File: config.mk
export PLATFORM = sky130hd
export DESIGN_NAME = key_short_long_press_classifier
export DESIGN_NICKNAME = d
export VERILOG_FILES = /design/src/rtl/core/kslpc_pkg.sv /design/src/rtl/core/key_short_long_press_classifier.sv
export SDC_FILE = /design/constraint.sdc
export NUM_CORES = 1
export LEC_CHECK = 0
export BUFFER_PORTS_ARGS = -buffer_cell sky130_fd_sc_hd__clkbuf_2
export CAP_MARGIN = 20
export CORE_MARGIN = 2
export CORE_UTILIZATION = 54
export CTS_CLUSTER_SIZE = 8
export DETAILED_ROUTE_END_ITERATION = 10
export PLACE_DENSITY = 0.85
export SYNTH_ARGS = -nofsm -noshare
export SYNTH_HDL_FRONTEND = slang
export SYNTH_SLANG_ARGS = --single-unit
File: constraint.sdc
create_clock -name clk_i -period 3.2 [get_ports clk_i]
set_input_delay 0.16 -clock clk_i [delete_from_list [all_inputs] [get_ports clk_i]]
set_output_delay 0.16 -clock clk_i [all_outputs]
set_load 0.03 [all_outputs]
File: src/rtl/core/kslpc_pkg.sv
// types and codes for the key short/long press classifier
// no dependencies; imported by key_short_long_press_classifier
`default_nettype none

package kslpc_pkg;

  localparam int unsigned CntW   = 16;
  localparam int unsigned DebW   = 8;
  localparam int unsigned CfgIdxW = 2;
  localparam int unsigned CfgW   = 16;
  localparam int unsigned EvW    = 2;

  typedef enum logic [4:0] {
    PH_IDLE    = 5'b00001,
    PH_CONFIRM = 5'b00010,
    PH_HELD    = 5'b00100,
    PH_SHORT   = 5'b01000,
    PH_LONG    = 5'b10000
  } phase_e;

  typedef enum logic [EvW-1:0] {
    EV_NONE  = 2'd0,
    EV_SHORT = 2'd1,
    EV_LONG  = 2'd2
  } event_e;

  typedef enum logic [CfgIdxW-1:0] {
    REG_ACTIVE_LEVEL   = 2'd0,
    REG_DEBOUNCE_TICKS = 2'd1,
    REG_LONG_TICKS     = 2'd2
  } reg_idx_e;

  localparam logic            ActiveLevelRst   = 1'b0;
  localparam logic [DebW-1:0] DebounceTicksRst = 8'd3;
  localparam logic [CntW-1:0] LongTicksRst     = 16'd200;

endpackage

`default_nettype wire

File: src/rtl/core/key_short_long_press_classifier.sv
// key short/long press classifier: debounce filter and press classifier
// depends on kslpc_pkg for phase, event and register index codes
//
// each accepted pin sample gives its press_event word in the output register in the next cycle
// throughput: one sample per cycle while the output register is empty or being drained;
// the phase/counter update is combinational logic, registered as each sample is accepted
// reset: phase idle, counter zero, output empty, registers active_level 0,
// debounce_ticks 3, long_ticks 200
`default_nettype none

module key_short_long_press_classifier (
  input  wire logic                          clk_i,
  input  wire logic                          rst_ni,
  input  wire logic                          s_axis_tvalid_i,
  output logic                               s_axis_tready_o,
  input  wire logic [7:0]                    s_axis_tdata_i,  // [0] pin_level
  output logic                               m_axis_tvalid_o,
  input  wire logic                          m_axis_tready_i,
  output logic [7:0]                         m_axis_tdata_o,  // [1:0] press_event
  input  wire logic                          cfg_valid_i,
  output logic                               cfg_ready_o,
  input  wire logic [kslpc_pkg::CfgIdxW-1:0] cfg_index_i,
  input  wire logic [kslpc_pkg::CfgW-1:0]    cfg_data_i
);
  import kslpc_pkg::*;

  logic            active_level_q;
  logic [DebW-1:0] debounce_ticks_q;
  logic [CntW-1:0] long_ticks_q;

  phase_e          phase_q, phase_d;
  logic [CntW-1:0] cnt_q, cnt_d;
  logic [CntW-1:0] cnt_inc;
  event_e          ev_d;
  event_e          ev_q;
  logic            out_valid_q;
  logic            in_acc;
  logic            pressed;

  assign cfg_ready_o     = 1'b1;
  assign s_axis_tready_o = !out_valid_q || m_axis_tready_i;
  assign in_acc          = s_axis_tvalid_i && s_axis_tready_o;
  assign m_axis_tvalid_o = out_valid_q;
  assign m_axis_tdata_o  = {{(8 - EvW){1'b0}}, ev_q};

  assign pressed = (s_axis_tdata_i[0] == active_level_q);
  // saturating increment
  assign cnt_inc = (cnt_q == {CntW{1'b1}}) ? cnt_q : cnt_q + 1'b1;

  always_ff @(posedge clk_i or negedge rst_ni) begin
    if (!rst_ni) begin
      active_level_q   <= ActiveLevelRst;
      debounce_ticks_q <= DebounceTicksRst;
      long_ticks_q     <= LongTicksRst;
    end else if (cfg_valid_i && cfg_ready_o) begin
      case (cfg_index_i)
        REG_ACTIVE_LEVEL:   active_level_q   <= cfg_data_i[0];
        REG_DEBOUNCE_TICKS: debounce_ticks_q <= cfg_data_i[DebW-1:0];
        REG_LONG_TICKS:     long_ticks_q     <= cfg_data_i;
        default: ;
      endcase
    end
  end

  always_comb begin
    phase_d = phase_q;
    cnt_d   = cnt_q;
    ev_d    = EV_NONE;
    case (phase_q)
      PH_IDLE: begin
        if (pressed) phase_d = PH_CONFIRM;
      end
      PH_CONFIRM: begin
        if (pressed) begin
          cnt_d = cnt_inc;
          if (cnt_inc >= {{(CntW - DebW){1'b0}}, debounce_ticks_q}) phase_d = PH_HELD;
        end else begin
          // bounce aborts confirmation
          phase_d = PH_IDLE;
          cnt_d   = '0;
        end
      end
      PH_HELD: begin
        if (pressed) begin
          cnt_d = cnt_inc;
          if (cnt_inc >= long_ticks_q) begin
            phase_d = PH_LONG;
            ev_d    = EV_LONG;
          end
        end else if (cnt_q < long_ticks_q) begin
          phase_d = PH_SHORT;
        end else begin
          phase_d = PH_IDLE;
          cnt_d   = '0;
        end
      end
      PH_SHORT: begin
        if (!pressed) begin
          phase_d = PH_IDLE;
          cnt_d   = '0;
          ev_d    = EV_SHORT;
        end
      end
      PH_LONG: begin
        if (!pressed) begin
          phase_d = PH_IDLE;
          cnt_d   = '0;
        end
      end
      default: begin
        phase_d = PH_IDLE;
        cnt_d   = '0;
      end
    endcase
  end

  always_ff @(posedge clk_i or negedge rst_ni) begin
    if (!rst_ni) begin
      phase_q     <= PH_IDLE;
      cnt_q       <= '0;
      out_valid_q <= 1'b0;
    end else begin
      if (in_acc) begin
        phase_q     <= phase_d;
        cnt_q       <= cnt_d;
        out_valid_q <= 1'b1;
      end else if (m_axis_tready_i) begin
        out_valid_q <= 1'b0;
      end
    end
  end

  always_ff @(posedge clk_i) begin
    if (in_acc) ev_q <= ev_d;
  end

  a_idle_no_event: assert property (@(posedge clk_i) disable iff (!rst_ni)
    (in_acc && phase_q == PH_IDLE) |=> (m_axis_tdata_o[1:0] == EV_NONE))
    else $error("event reported from idle phase");

  a_long_no_event: assert property (@(posedge clk_i) disable iff (!rst_ni)
    (in_acc && phase_q == PH_LONG) |=> (m_axis_tdata_o[1:0] == EV_NONE))
    else $error("event reported while awaiting release after long press");

  a_short_release: assert property (@(posedge clk_i) disable iff (!rst_ni)
    (in_acc && phase_q == PH_SHORT && !pressed)
      |=> (phase_q == PH_IDLE && cnt_q == '0 && m_axis_tdata_o[1:0] == EV_SHORT))
    else $error("short press release not reported");

  a_cnt_monotonic: assert property (@(posedge clk_i) disable iff (!rst_ni)
    in_acc |=> (cnt_q >= $past(cnt_q) || cnt_q == '0))
    else $error("press counter moved backwards");

endmodule

`default_nettype wire

* Yosys cells after proc, flatten, opt, wreduce, memory -nomap -nowiden
Cells that the tools add are included.
** Word-level totals
- Bits in registers :: 49
- Latch bits :: 0
- Memory bits (writable) :: 0
- ROM bits :: 0
- Input bits :: 31
- Output and inout bits :: 11
- Word-level logic and storage cells :: 57
- Memories kept :: 0
** Cells by class
- Add/sub/neg operators :: 1
- $mul :: 0
- Div/mod/pow operators :: 0
- Magnitude comparators :: 3
- Equal/unequal tests :: 14
- Shifts and indexed selects :: 0
- Multiplexer cells :: 20
- Bitwise operators :: 1
- Reductions and logical operators :: 11
** Operator list (count)
- two-way mux 16 bit :: 5
- one-hot mux 16 bit (4 select lines) :: 1
- two-way mux 5 bit :: 6
- one-hot mux 5 bit (4 select lines) :: 1
- adder 16 x 1 -> 16 bit (second input constant) :: 1
- == test 16 bit (second input constant) :: 1
- >= comparator 16 bit :: 1
- >= comparator 16 x 8 -> 1 bit :: 1
- less-than comparator 16 bit :: 1
- inequality test 3 bit (second input constant) :: 3
- AND reduction 2 bit :: 3
- == test 5 x 1 -> 1 bit (second input constant) :: 1
- == test 5 x 2 -> 1 bit (second input constant) :: 1
- == test 5 x 3 -> 1 bit (second input constant) :: 1
- == test 5 x 4 -> 1 bit (second input constant) :: 1
- == test 5 bit (second input constant) :: 1
- AND reduction 5 bit :: 1
- two-way mux 2 bit :: 2
- two-way mux 4 bit :: 1
- inequality test 2 bit (second input constant) :: 2
- one-hot mux 2 bit (2 select lines) :: 1
- AND reduction 4 bit :: 1
- two-way mux 1 bit :: 3
- == test 2 x 1 -> 1 bit (second input constant) :: 1
- other kinds (9) :: 9

* Depth between registers and ports, before layout
Gate-level depths: netlist of run 1.
- Depth after elaboration :: 6
- Mapped depth :: 16
- Gate-level depth less buffers :: 16

* Least setup slack after synthesis of run 1
No wires, ideal clock.
- Path kind :: register -> register
- Start :: register cnt_q[0]
- End :: register phase_q[1]
- Library setup time :: 125 ps
- Data arrival time :: 3294 ps
- Data required time :: 3075 ps
- Setup slack :: -219 ps
- Cell stages (with the launch flop) :: 14
- Buffers on the path :: 0
- Clock period less this slack :: 3419 ps
- Cell sequence :: dfrtp_1 ha_1 nand2_1 nor3_2 and2_0 nor3_1 xor2_1 ha_1 a21o_1 a21o_1 a2111oi_0 and4b_4 a21oi_4 mux2_4
** Between the ends
- Word-level cells in the longest chain between the ends :: 5
- Elaborated cells on any way between the ends :: 8
- Classes of those cells :: 1 x add/sub; 2 x order compare; 3 x eq/ne; 1 x mux; 1 x reduce/logical
** RTL lines
- start: declaration :: line key_short_long_press_classifier.sv:32 : logic [CntW-1:0] cnt_q, cnt_d;
- start signal: assignment :: line key_short_long_press_classifier.sv:125 : cnt_q <= cnt_d;
- adder 16 x 1 -> 16 bit or == test 16 bit (tied branches) :: line key_short_long_press_classifier.sv:48 : assign cnt_inc = (cnt_q == {CntW{1'b1}}) ? cnt_q : cnt_q + 1'b1;
- two-way mux 16 bit * :: line key_short_long_press_classifier.sv:48
- >= comparator 16 bit or >= comparator 16 x 8 -> 1 bit (tied branches) :: line key_short_long_press_classifier.sv:86, key_short_long_press_classifier.sv:76
- inequality test 3 bit (no line)
- AND reduction 5 bit (no line) *
- end signal: assignment :: line key_short_long_press_classifier.sv:124 : phase_q <= phase_d;
- end: declaration :: line key_short_long_press_classifier.sv:31 : phase_e phase_q, phase_d;
Mark *: on every way between the ends. The rest lies on a longest branch, timed or not.
A chain may end at the register's enable or synchronous reset.

* Final worst setup path of run 1
- Start :: register cnt_q[1]
- End :: register phase_q[1]
The elaborated chain is that of the path after synthesis.

==> results by group, run 1 <==
Status
  – Status: finished with violations
  – Failing checks: negative setup slack

Run
  – Max Cap Viol: 0

Route
  – DRC: 0
  – DR pass1 iterations: 5
  – Vias per cell: 6.36
  – WL final: 10.7 mm
  – Antenna-violating nets left: 0
  – Vias: 3,284
  – Initial DRC Count: 339
  – Mean routed wirelength per cell: 20.7 µm

Min path
  – Hold Path End: m_axis_tvalid_o$_DFFE_PN0P_
  – Worst Hold Class: in -> reg
  – Hold path start: s_axis_tvalid_i
  – Hold path depth: 2

Logic synthesis
  – Post-synthesis mux area share: 0.136
  – Top FF cell, synth: dfrtp_1
  – Largest cells by area after synthesis: dfrtp_1 (28%), ha_1 (13%), mux2_2 (11%)
  – Mapped Avg Cell Area: 10.0 µm²
  – Syn Inst Count: 364
  – Post-synthesis sequential area ratio: 0.341
  – Synth Cell Area: 3650 µm²
  – Post-synthesis simple-gate area fraction: 0.172
  – Top cell type's share of synthesized area: 0.281
  – Dominant cell type by area after synthesis: dfrtp_1
  – Synth Warn #: 0
  – Seq cells post-synth: 49
  – Largest family of logic cells by synthesized area: simple AND/OR/NAND/NOR gates
  – Synth Area in Adders: 0.134
  – Most common cell in the netlist: dfrtp_1
  – Xor-xnor portion of the synthesized cell area: 0.0240
  – Top cells by count, synth: dfrtp_1 (41), ha_1 (39), mux2_2 (36)
  – Yosys cell types: 65
  – Ys async rst share: 0.959
  – Post-synth EDFFs: 2
  – Synth Area in Compound Gates: 0.134

STA
  – Setup TNS Final: -893 ps
  – Fmax: 0.295 GHz
  – Setup violations, final: 6
  – Final WS setup: -186 ps
  – Final hold violations: 0
  – Skew final: 18.5 ps
  – Slew @ Worst Pin: 831 ps
  – Post-route minimum period: 3390 ps
  – RSZ-0062 raised after global routing: true
  – Worst Hold Slack: 59.8 ps
  – Fin crit share: 1.06
  – Slew Limit Fails: 0
  – Rel. slew slack: 0.444

Layout
  – Final non-filler cell area: 4540 µm²
  – Syn-to-layout area delta: 24.6%
  – Layout Nets: 508
  – Ant. Diodes: 0
  – Final Non-Filler Cells: 516
  – Share of cells above drive strength 1: 0.399

Die
  – Core box area: 6420 µm²
  – Die extent in x: 86.2 µm
  – Die footprint: 7430 µm²
  – # IOs: 42
  – Initial Utilization: 0.568
  – Die height: 86.2 µm
  – Row count: 29

Global route
  – GRT Util Overall: 0.269
  – Initial antenna violation count: 0
  – Overflow after GRT: 0
  – Largest net degree at the start of global routing: 28
  – Number of global-route vias before repair: 3,237
  – Global-route wire length before repair: 15.7 mm

Placement
  – Dpl hpwl: 6.80 mm
  – IO buf count: 27
  – Post-DP Area: 4160 µm²
  – Placed cells: 503
  – Routability congestion estimate: 0.969

CTS
  – Clk root buf: clkbuf_8
  – Worst-path clk slew: 80 ps
  – Total CTS buffers: 5
  – CTS sink cnt: 49
  – Clk_lat worst skew: 320 ps
  – Clock buffer depth: 2
  – H-tree levels: 2
  – CTS tree: done

Power
  – Leak Pwr: 2.29 nW
  – Maximum vdd ir drop: 0.000351 V
  – Overall power: 1.93 mW
  – Power density of the placed cells: 424 nW/µm²

Critical path
  – Critical Path RT: 3400 ps
  – R2r setup slk: -190 ps
  – Worst-path maximum fanout: 4
  – Worst R2R Path Depth: 13
  – Critical path arrival: 3580 ps
  – CP max stage delay: 400 ps
  – Crit-path cells: ha_2 > nand2_4 > nor3_4 > and2_4 > nor3_4 > xor2_2 > ha_1 > a21o_1 > a21o_1 > a2111oi_4 > and4b_4 > a21oi_4 > mux2_4
  – Critical path's top delay family: simple AND/OR/NAND/NOR gates
  – WP buf/inv: 0
  – Startpoint types: flop
  – Crit path kind: reg -> reg
  – Slowest stage cell on the critical path: a2111oi_4
  – FF-to-FF End: phase_q[1]$_DFFE_PN0P_
  – Critical Path Sink Type: flop
  – Crit Reg-Reg Startpoint: cnt_q[1]$_DFFE_PN0P_
==> cells in the final DEF (no fill, tap or decap), types with 3 or more instances in the layout <==
cell      count
dfrtp_1      39
a31o_2        3
dfstp_2       6
clkbuf_2     27
nor2b_1       7
xor2_1        3
inv_1        35
mux2_2       36
nor2_1       18
xnor2_2       3
a21oi_1      11
a21o_1        9
buf_4        43
nand2_1      20
ha_1         33
nand4_1       6
nand2b_1      5
a211oi_1      3
nor3_1        5
o31ai_1       3
o21ai_0       6
ha_4          5
clkbuf_8      6
o21ai_1       3
mux2i_1       4
xnor2_1       3
or2_2         3
nand3b_1      5
conb_1        7
nand3_1       8
==> logic make-up (layout without fill, tap and decap cells) <==
| group | after synthesis | count (layout) |
|---|---|---|
| AND/OR/NAND/NOR | 107 | 107 |
| buffers and inverters | 47 | 117 |
| AO/OA/AOI/OAI | 66 | 66 |
| flip-flops | 49 | 49 |
| multiplexers | 44 | 44 |
| XOR/XNOR | 10 | 10 |
| other | 2 | 7 |
| adder cells (fa/ha/maj) | 39 | 39 |
==> layout make-up <==
cell class	instances	area, µm²
Sequential cell	49	1250
Tap cell	77	96.3
Clock buffer	8	90.1
Timing Repair Buffer	74	510
Multi-Input combinational cell	273	2470
Fill cell	401	1880
Inverter	35	131
==> power by group <==
group	switching, mW	leakage (nW)	internal, mW
clock network	0.209	0.0455	0.177
logic	0.411	1.64	0.332
registers	0.0765	0.604	0.723
total	0.697	2.29	1.23
==> layer usage <==
metal | vias to the layer above | track usage | wire length, µm
met5 | - | 0 | 0
met4 | 0 | 0.125 | 554
met3 | 53 | 0.0438 | 662
met2 | 181 | 0.471 | 5460
met1 | 1605 | 0.326 | 4000
li1 | 1445 | - | -
==> sequential cells by signal (all words and copies together) (netlist names) <==
register          count
active_level_q        1
cnt_q                16
debounce_ticks_q      8
ev_q                  2
long_ticks_q         16
m_axis_tvalid_o       1
phase_q               5
==> how the worst max path moves through the flow <==
stage                                   endpoint  slack (ps)  cells after the start                  from
final                     phase_q[1]$_DFFE_PN0P_        -190                     13  cnt_q[1]$_DFFE_PN0P_
after floorplan           phase_q[1]$_DFFE_PN0P_           2                     13  cnt_q[0]$_DFFE_PN0P_
after global routing      phase_q[1]$_DFFE_PN0P_        -260                     13  cnt_q[1]$_DFFE_PN0P_
after global placement    phase_q[2]$_DFFE_PN0P_          30                     17  cnt_q[0]$_DFFE_PN0P_
after detailed placement  phase_q[2]$_DFFE_PN0P_        -160                     15  cnt_q[1]$_DFFE_PN0P_
after CTS                 phase_q[2]$_DFFE_PN0P_         -20                     14  cnt_q[1]$_DFFE_PN0P_
==> stage by stage <==
| step | setup WS, ps | util |
|---|---|---|
| floorplan | 2.03 | - |
| detailed placement | -163 | 0.648 |
| global route | -262 | 0.708 |
| CTS | -16.2 | 0.682 |
| finish | -186 | 0.708 |
| global placement | 27.3 | 0.648 |
==> repair_timing <==
action,CTS,global route
hold buffers,1,0
resized for setup,15,28
hold endpoints to repair,18,0
pin swaps,9,22
endpoints found under the setup margin,6,6
setup buffers,2,5
No activity file was read; power rests on OpenSTA's default activity.
==> run 2, diff against run 1 <==
- ABC_AREA: unset -> 1
==> results by group, run 2 <==
Critical path
  – Worst-path maximum fanout: 7
  – Slowest stage cell on the critical path: dfrtp_1
  – Crit path kind: reg -> reg
  – Critical Path RT: 3400 ps
  – Critical path's top delay family: simple AND/OR/NAND/NOR gates
  – CP max stage delay: 410 ps
  – WP buf/inv: 3
  – Startpoint types: flop
  – Most used cell, CP: nand2_1
  – Crit-path cells: ha_2 > inv_1 > nor2_4 > nand4_4 > xor2_2 > ha_1 > inv_1 > a21boi_0 > o21ai_0 > nand2_1 > nand2_1 > nand2_1 > nand2_1 > nand2_1 > nand2_1 > nand2_1 > nand2_1 > nand3_2 > nand2_1 > inv_2 > nand2_4 > nand2_1 > nand2_1
  – Critical Path Sink Type: flop
  – Critical path arrival: 3180 ps

Die
  – Die footprint: 7430 µm²
  – Row count: 29
  – Die extent in x: 86.2 µm
  – Die height: 86.2 µm
  – Core box area: 6420 µm²
  – # IOs: 42
  – Initial Utilization: 0.568

Logic synthesis
  – Ys async rst share: 0.959
  – Synth Warn #: 0
  – Post-synthesis sequential area ratio: 0.341
  – Top cells by count, synth: nand2_1 (102), inv_1 (66), dfrtp_1 (41)
  – Yosys cell types: 44
  – Syn Inst Count: 471
  – Mapped Avg Cell Area: 7.74 µm²
  – Post-synth EDFFs: 2
  – Seq cells post-synth: 49
  – Top FF cell, synth: dfrtp_1
  – Synth Cell Area: 3650 µm²
  – Most common cell in the netlist: nand2_1
  – Top cell type's share of synthesized area: 0.281
  – Largest cells by area after synthesis: dfrtp_1 (28%), ha_1 (13%), nand2_1 (11%)
  – Dominant cell type by area after synthesis: dfrtp_1

Power
  – Power density of the placed cells: 592 nW/µm²
  – Combinational power share: 0.448
  – Leak Pwr: 2.09 nW
  – Psw: 0.994 mW
  – Maximum vdd ir drop: 0.000323 V
  – Switching share of total power: 0.419
  – Clock share of power: 0.202
  – Share of power burned in registers: 0.350
  – Pint: 1.38 mW
  – Overall power: 2.37 mW

Route
  – Mean routed wirelength per cell: 14.3 µm
  – DRC: 0
  – Vias: 3,251
  – Vias per cell: 5.61
  – WL final: 8.28 mm
  – Antenna-violating nets left: 0
  – DR pass1 iterations: 7
  – Initial DRC Count: 222

Global route
  – Met1 Use GR: 0.304
  – GRT Util Overall: 0.240
  – Number of global-route vias before repair: 3,134
  – Overflow after GRT: 0
  – GR met2 Demand/Resource: 0.413
  – Initial antenna violation count: 0
  – Grt met3 use: 0.0410
  – GRT busiest layer: met2
  – Global-route wire length before repair: 14.1 mm
  – Largest net degree at the start of global routing: 34

Layout
  – Biggest regs: cnt_q x16, long_ticks_q x16, debounce_ticks_q x8
  – Multi-input gate area: 2080 µm²
  – Commonest non-fill, non-tap cells in the layout: nand2_1 (102), inv_1 (66), dfrtp_1 (40)
  – Commonest non-fill, non-tap cell in the layout: nand2_1
  – Sequential Area: 1240 µm²
  – Ant. Diodes: 0
  – Syn-to-layout area delta: 9.88%
  – Share of cells above drive strength 1: 0.177
  – Layout Nets: 572
  – # fillers: 561
  – Final non-filler cell area: 4010 µm²

Run
  – Max Cap Viol: 0

Placement
  – Dpl hpwl: 6.36 mm
  – Setup slack at placement: 44.2 ps
  – Routability congestion estimate: 0.898
  – IO buf count: 27
  – Post-DP Area: 3820 µm²

STA
  – Final hold violations: 0
  – Fin crit share: 0.931
  – Post-route minimum period: 2980 ps
  – Final WS setup: 220 ps
  – Slew @ Worst Pin: 815 ps
  – Skew final: 14.1 ps
  – Setup violations, final: 0
  – Slew Limit Fails: 0
  – Worst Hold Slack: 45.7 ps
  – Fmax: 0.336 GHz
  – Rel. slew slack: 0.456

Min path
  – Worst Hold Class: in -> reg

CTS
  – Worst-path clk slew: 100 ps
  – Total CTS buffers: 5
  – H-tree levels: 2
  – Clk root buf: clkbuf_8
  – Clk_lat worst skew: 310 ps
  – Clock buffer depth: 2
  – CTS sink cnt: 49
  – CTS tree: done

Status
  – Status: finished, final reports clean
==> run 2: changes by cell type after synthesis, moves of 12 or more <==
cell,before,now
nand3_1,9,24
nand2_1,24,102
nand2_2,0,12
inv_1,35,66
o21ai_0,9,27
mux2_2,36,0
a21oi_1,12,39
==> run 2: per-layer routing <==
layer	up-vias	wire length, µm	share of wire
met3	24	379	0.046
met4	0	216	0.026
met5	-	0	0
met2	118	4160	0.50
li1	1588	-	-
met1	1521	3520	0.43
==> run 2: worst min-delay path: stages <==
cell	delay, ps
clkbuf_2	80
inv_1	40
nand2_1	50
==> run 2: cell families after synthesis <==
logic type               Yosys count  synth area share
other                              2           0.00206
AO/OA/AOI/OAI                     84             0.124
buffers and inverters             86             0.100
adder cells (fa/ha/maj)           39             0.134
flip-flops                        49             0.341
XOR/XNOR                          11            0.0285
AND/OR/NAND/NOR                  200             0.270
==> run 2: final cells by class <==
| cell class | count | area share |
|---|---|---|
| Sequential cell | 49 | 0.311 |
| Timing Repair Buffer | 36 | 0.0531 |
| Multi-Input combinational cell | 341 | 0.518 |
| Inverter | 69 | 0.0646 |
| Clock inverter | 1 | 0.00750 |
| Clock buffer | 7 | 0.0215 |
| Tap cell | 77 | 0.0240 |
==> run 2: power groups by stage <==
stage | Combinational, mW | Clock, mW | Sequential [mW]
3_3_place_gp | 0.916 | 0 | 0.843
4_1_cts | 1.01 | 0.482 | 0.835
3_5_place_dp | 0.998 | 0 | 0.846
5_1_grt | 1.21 | 0.506 | 0.844
2_1_floorplan | 0.753 | 0 | 0.827
6_report | 1.06 | 0.479 | 0.831
==> run 2: final timing paths <==
kind                                   startpoint                          end  slack (ps)  cells past startpoint
min reg2reg                phase_q[0]$_DFFE_PN1P_       phase_q[0]$_DFFE_PN1P_         480                      2
min                               s_axis_tvalid_i  m_axis_tvalid_o$_DFFE_PN0P_          50                      3
max                          cnt_q[0]$_DFFE_PN0P_       phase_q[1]$_DFFE_PN0P_         220                     23
max reg2reg                  cnt_q[0]$_DFFE_PN0P_       phase_q[1]$_DFFE_PN0P_         220                     23
max in group asynchronous                  rst_ni         cnt_q[8]$_DFFE_PN0P_        2000                      3
min in group asynchronous                  rst_ni  long_ticks_q[4]$_DFFE_PN0P_         460                      2
==> run 2: repair_timing <==
item                                    in CTS  in global routing
resized for setup                            0                  6
hold buffers                                 1                  0
endpoints found under the hold margin       26                  0
setup buffers                                0                  4
endpoints found under the setup margin       0                  6
==> run 2: through the flow <==
step                utilization  TNS (ps)  instances
finish                    0.624         0        580
global route              0.624      -148        580
CTS                       0.614         0        575
detailed placement        0.594         0        566
global placement          0.594         0        566
floorplan                     -         0        476
